### src/rtl/core/glzw_pkg.sv
package glzw_pkg;

    localparam int MAX_CODES_DEF       = 4096;
    localparam int STACK_DEPTH_DEF     = 4096;
    localparam int BIT_BUFFER_BITS_DEF = 32;

    localparam logic [1:0] CMD_START = 2'd0;
    localparam logic [1:0] CMD_PUSH  = 2'd1;
    localparam logic [1:0] CMD_PULL  = 2'd2;

    localparam logic [2:0] ST_PIXEL   = 3'd0;
    localparam logic [2:0] ST_TAKEN   = 3'd1;
    localparam logic [2:0] ST_REFUSED = 3'd2;
    localparam logic [2:0] ST_NEED    = 3'd3;
    localparam logic [2:0] ST_END     = 3'd4;
    localparam logic [2:0] ST_EXHAUST = 3'd5;
    localparam logic [2:0] ST_CORRUPT = 3'd6;
    localparam logic [2:0] ST_STARTED = 3'd7;

    typedef enum logic [3:0] {
        S_IDLE,
        S_POP,
        S_POP_WAIT,
        S_DECODE,
        S_WALK_RD,
        S_WALK,
        S_FINISH,
        S_SEND
    } glzw_state_t;

    typedef struct packed {
        logic start;
        logic push;
        logic pop_rd;
        logic pop_take;
        logic decode;
        logic walk_rd;
        logic walk;
        logic finish;
    } glzw_cmd_t;

    typedef struct packed {
        logic       stack_empty;
        logic       decode_done;
        logic       decode_walk;
        logic       walk_done;
        logic       walk_err;
        logic [2:0] status;
        logic [7:0] pixel;
    } glzw_stat_t;

endpackage

### src/rtl/core/glzw_ctrl.sv
module glzw_ctrl
    import glzw_pkg::*;
(
    input  logic        clk,
    input  logic        rst_n,
    input  logic        in_valid,
    output logic        in_ready,
    input  logic [1:0]  command,
    output logic        out_valid,
    input  logic        out_ready,
    output glzw_cmd_t   cmd,
    input  glzw_stat_t  stat
);

    glzw_state_t state_reg, state_next;

    always_ff @(posedge clk or negedge rst_n)
    begin
        if (!rst_n)
        begin
            state_reg <= S_IDLE;
        end
        else
        begin
            state_reg <= state_next;
        end
    end

    always_comb
    begin
        state_next = state_reg;
        cmd        = '0;
        in_ready   = 1'b0;
        out_valid  = 1'b0;
        unique case (state_reg)
            S_IDLE:
            begin
                in_ready = 1'b1;
                if (in_valid)
                begin
                    unique case (command)
                        CMD_START: begin cmd.start = 1'b1; state_next = S_SEND; end
                        CMD_PUSH:  begin cmd.push  = 1'b1; state_next = S_SEND; end
                        CMD_PULL:  state_next = S_POP;
                        default:   begin cmd.push  = 1'b1; state_next = S_SEND; end
                    endcase
                end
            end
            S_POP:
            begin
                if (stat.stack_empty)
                begin
                    state_next = S_DECODE;
                end
                else
                begin
                    cmd.pop_rd = 1'b1;
                    state_next = S_POP_WAIT;
                end
            end
            S_POP_WAIT:
            begin
                cmd.pop_take = 1'b1;
                state_next   = S_SEND;
            end
            S_DECODE:
            begin
                cmd.decode = 1'b1;
                if (stat.decode_done)
                begin
                    state_next = S_SEND;
                end
                else if (stat.decode_walk)
                begin
                    state_next = S_WALK_RD;
                end
            end
            S_WALK_RD:
            begin
                cmd.walk_rd = 1'b1;
                state_next  = S_WALK;
            end
            S_WALK:
            begin
                cmd.walk = 1'b1;
                if (stat.walk_err)
                begin
                    state_next = S_SEND;
                end
                else if (stat.walk_done)
                begin
                    state_next = S_FINISH;
                end
                else
                begin
                    state_next = S_WALK_RD;
                end
            end
            S_FINISH:
            begin
                cmd.finish = 1'b1;
                state_next = S_POP_WAIT;
            end
            S_SEND:
            begin
                out_valid = 1'b1;
                if (out_ready)
                begin
                    state_next = S_IDLE;
                end
            end
            default: state_next = S_IDLE;
        endcase
    end

endmodule

### config.mk
export PLATFORM = sky130hd
export DESIGN_NAME = glzw_ctrl
export DESIGN_NICKNAME = d
export VERILOG_FILES = /design/src/rtl/core/glzw_pkg.sv /design/src/rtl/core/glzw_ctrl.sv
export SDC_FILE = /design/constraint.sdc
export NUM_CORES = 1
export LEC_CHECK = 0
export BUFFER_PORTS_ARGS = -buffer_cell sky130_fd_sc_hd__buf_2
export CORE_AREA = 3 3 40 42
export DETAILED_ROUTE_END_ITERATION = 16
export DIE_AREA = 0 0 43 45
export GPL_TIMING_DRIVEN = 0
export PLACE_DENSITY = 0.64
export SLEW_MARGIN = 20
export SYNTH_ARGS = -nofsm -noshare
export SYNTH_HDL_FRONTEND = slang
export SYNTH_SLANG_ARGS = --single-unit
### constraint.sdc
create_clock -name clk -period 1.3 [get_ports clk]
set_input_delay 0.065 -clock clk [delete_from_list [all_inputs] [get_ports clk]]
set_output_delay 0.065 -clock clk [all_outputs]
set_load 0.05 [all_outputs]
# ---- Yosys cells after proc, flatten, opt, wreduce, memory -nomap -nowiden
# Cells that the tools add are included.
dict set report totals {
  register_bits 4
  out_inout_bits 10
}
dict set report classes {
  mux 22
  eq_ne 11
  reduce_logical 4
}
# operator count
set op_table {}
lappend op_table {{$pmux W4 S8} 1}
lappend op_table {{$mux W4} 5}
lappend op_table {{$eq A4 B3 Y1 const B} 4}
lappend op_table {{$mux W1} 12}
lappend op_table {{$eq A4 B2 Y1 const B} 2}
lappend op_table {{$mux W2} 3}
lappend op_table {{$eq A4 B1 Y1 const B} 1}
lappend op_table {{$logic_not A4 Y1} 1}
lappend op_table {{$ne A2 B2 Y1 const B} 2}
lappend op_table {{$mux W3} 1}
lappend op_table {{$ne A3 B3 Y1 const B} 1}
lappend op_table {{$reduce_and A3 Y1} 1}
lappend op_table {{$eq A2 B2 Y1 const B} 1}
lappend op_table {{$logic_not A2 Y1} 1}
lappend op_table {{$reduce_or A2 Y1} 1}

# ---- Longest topological paths before layout
dict set report depth {
  ltp_word 5
  mapped_depth 4
}

# ---- Least setup slack after synthesis
# Ideal clock, no wire load.
dict set report synth_timing {
  path_type {reg-to-output}
  startpoint {register state_reg[2]}
  endpoint {output port cmd[5] (netlist name)}
  required_time_ps 1235
  t_arrival_ps 2244
  setup_slack_ps -1009
  path_stages_with_launch 3
  cell_sequence {dfrtp_1 -> buf_2 -> nor4b_1}
}
# element line
set synth_lines {}
lappend synth_lines {{start, declared} glzw_ctrl.sv:15} ;# glzw_state_t state_reg, state_next;
lappend synth_lines {{start signal, assigned} glzw_ctrl.sv:25} ;# state_reg <= state_next;
lappend synth_lines {{end, declared} glzw_ctrl.sv:11} ;# output glzw_cmd_t cmd,

# ---- Worst setup path after layout
dict set report layout_timing {
  startpoint {register state_reg[0]}
  endpoint {register state_reg[0]}
}
dict set report layout_between {
  elab_chain_cells 3
}
# element line
set layout_rtl {}
lappend layout_rtl {{$eq A4 B2 Y1 (tied with other cells)} glzw_ctrl.sv:35} ;# unique case (state_reg)
lappend layout_rtl {{$ne A3 B3 Y1 (no source line) or $ne A2 B2 Y1 (tied branches)} n/a}
lappend layout_rtl {{$reduce_and A3 Y1 (no source line)} n/a}
# Parallel ways exist; a longest one is shown, timed or not.
# A chain may end at the register's enable or synchronous reset.

==> results by group <==
Status
  – Status: finished, violations left
  – Failing checks: setup timing

Global route
  – Vias in the first global route: approximately 450
  – Total grt overflow: 0
  – Tot GR Track Use: 13.5%
  – Initial antenna violation count: 0
  – Largest net degree at the start of global routing: 11
  – First-pass GRT wire length: roughly 1.9 mm

Critical path
  – CP max-delay cell: dfrtp_2
  – Crit path buffers/inverters: 1
  – Crit-path max cell delay: 430 ps
  – CP Cell Sequence: buf_6 > mux2_4 > o32a_1 > a21o_1
  – Endpoint class of the critical path: flop
  – Crit path DAT: 1500 ps
  – Data required, critical path: 1420 ps
  – Worst Path Max Fanout: 5
  – Crit start category: flop
  – Crit path kind: flop to flop
  – CP top delay family: compound AO/OA/AOI/OAI gates

Yosys
  – Mean post-synth cell area: ~7.6 um^2
  – Register area share after synthesis: 24.1%
  – Yosys reg bits: 3
  – Syn Nets: 63
  – Warnings from Yosys: 0
  – Mapped Cells: 41
  – Post-synthesis cell type count: 22
  – Mapped cell area: 312 um^2

Placed design
  – GP Congestion: approximately 0.70
  – # port buffers: 20

Cells and area
  – Layout cells sized above 1: about two thirds
  – Max reg flops: 3
  – Utilization after layout: around three fifths
  – Area Overhead vs Synth: 143%
  – Number of inserted diodes: 0
  – Nets: 103

Pwr
  – Peak supply drop: about 0.0012 V
  – Pwr per Cell Area: between 2000 and 3000 nW/um^2
  – Leakage power: between 0.3 and 0.4 nW

Clock tree
  – Clock tree sinks: 3
  – TritonCTS clock tree: done
  – Total clock buffers created by CTS: 3
  – Register clock-pin slew on the reported worst setup and hold paths: around 40 ps
  – Clock Tree Root: clkbuf_4
  – Clock Latency Late Sink: 230 ps
  – # H-tree levels: 1
  – Clk buf depth: 2

Floorplan
  – Initial Util: between 20% and 30%
  – Core ar.: ~1300 um^2
  – Die height: around 45 um
  – IO Count: 32
  – Die width: 43 um
  – Rows: 13
  – Area of the die: about 1900 um^2

STA
  – Final worst path period need: 1390 ps
  – Setup WS post-layout: -85.5 ps
  – Worst slew margin: 84.1%
  – Final hold violation count: 0
  – Worst slew pin tran: between 200 and 250 ps
  – Setup TNS: -376 ps
  – Setup skew after layout: roughly 0.14 ps
  – Final setup viols: 7
  – Crit share post-route: 107%
  – RSZ-0062 raised after global routing: yes
  – Pins over their slew limit: 0
  – Fmax: just over 700 MHz

Route
  – Antenna Nets Post-Route: 0
  – Highest routed layer: met4
  – Met2 wire length: between 600 and 700 um
  – Post-DR wirelength/cell: between 10 and 15 um
  – Via count: about 460
  – DRT Pass-1 Iters: 2
  – Residual DRC: 0
  – Drt initial violations: 10
  – Post-Route M1 WL: roughly 500 um
  – DR vias/cell: between 4 and 5
  – WL final: ~1.2 mm
  – DR WL met3: between 50 and 60 um

Run
  – Max Cap Violations: 0

Hold path
  – Worst min path class: primary input to async pin
[repair_timing]
item                                    in CTS  in global routing
buffers inserted                             9                  5
hold buffers                                 1                  0
endpoints found under the setup margin      12                 12
endpoints found under the hold margin        3                  0
cloned                                       0                  1
pin swaps                                    6                  3
resized for setup                           21                 17
[stage by stage]
stage,worst slack (ps),hold slack [ps],power (mW),instance area (um^2),std cells
after detailed placement,-13.0,-139,1.31,492,76
after global placement,-24.4,-139,1.29,492,76
after floorplan,-232,-231,1.10,373,41
final,-85.5,158,2.11,757,95
after global routing,-174,156,2.25,757,95
after CTS,-87.4,143,1.83,662,90
[cells in the final DEF (no fill, tap or decap), drive strengths merged]
| cell | count |
|---|---|
| nand2b | 2 |
| nor4b | 1 |
| nor3 | 2 |
| nor2 | 6 |
| dlygate4sd3 | 1 |
| clkbuf | 4 |
| mux2i | 1 |
| a21o | 1 |
| o32a | 2 |
| buf | 37 |
| a21oi | 2 |
| nand2 | 2 |
| and3 | 2 |
| o21bai | 1 |
| o21ai | 4 |
| or3 | 2 |
| inv | 1 |
| nor3b | 2 |
| dfrtp | 3 |
| nor2b | 2 |
| mux2 | 1 |
| o32ai | 1 |
[area by class of cell]
type                       count  area, um^2
buffer                         3        33.8
clock buffer                   4        26.3
sequential                     3        76.3
fill                         111         528
multi-input combinational     34         287
inverter                       1        6.26
tap                           15        18.8
timing repair buffer          35         309
[metal layers]
layer / global-route usage [%] / vias up
met5: 0 / -
met4: 11.4 / 0
met3: 3.59 / 2
met2: 25.4 / 14
met1: 11.9 / 219
li1: - / 229
[worst paths after layout]
| check | from | endpoint | slack [ps] | cells after the start |
|---|---|---|---|---|
| setup / recovery | state_reg[0]$_DFFE_PN0P_ | state_reg[0]$_DFFE_PN0P_ | -90 | 4 |
| hold / removal | rst_n | state_reg[1]$_DFFE_PN0P_ | 160 | 2 |
| setup reg to reg | state_reg[0]$_DFFE_PN0P_ | state_reg[0]$_DFFE_PN0P_ | -90 | 4 |
| hold reg to reg | state_reg[2]$_DFFE_PN0P_ | state_reg[0]$_DFFE_PN0P_ | 770 | 3 |
| max in group asynchronous | rst_n | state_reg[0]$_DFFE_PN0P_ | 1030 | 2 |
| min in group clk | out_ready | state_reg[2]$_DFFE_PN0P_ | 200 | 3 |
[cells by family (layout without fill, tap and decap cells)]
family	count (synthesis)	after routing	share of synthesized area, %
buffers and inverters	4	43	6.02
AO/OA/AOI/OAI	11	11	23.7
AND/OR/NAND/NOR	21	21	38.1
flip-flops	3	3	24.1
multiplexers	2	2	8.03
[synthesized netlist by cell type]
cell type  n  area share [%]
buf_2      3             4.8
nor3_2     1             3.2
nand2_1    2             2.4
o32a_1     2             6.4
nor4b_1    1             2.8
o32ai_1    1             2.8
dfrtp_1    3              24
a21oi_1    2             3.2
and3_1     2             4.0
or3_1      2             4.0
nand2b_1   2             4.0
nor3_1     1             1.6
a21o_1     1             2.4
nor2_1     6             7.2
mux2_4     1             4.8
o21ai_0    3             4.8
inv_2      1             1.2
o21ai_1    1             1.6
nor2b_1    2             4.0
mux2i_1    1             3.2
nor3b_1    2             4.8
o21bai_1   1             2.4
[worst reg2reg max path: stages (launching register included)]
cell	delay [ps]
dfrtp_2	430
buf_6	130
mux2_4	280
o32a_1	280
a21o_1	150
[report_power, final]
part	switching [mW]	internal, mW
Clock	0.0478	0.115
Combinational	0.907	0.841
Sequential	0.0522	0.148
Total	1.01	1.10
(Power assumes the default switching activity.)
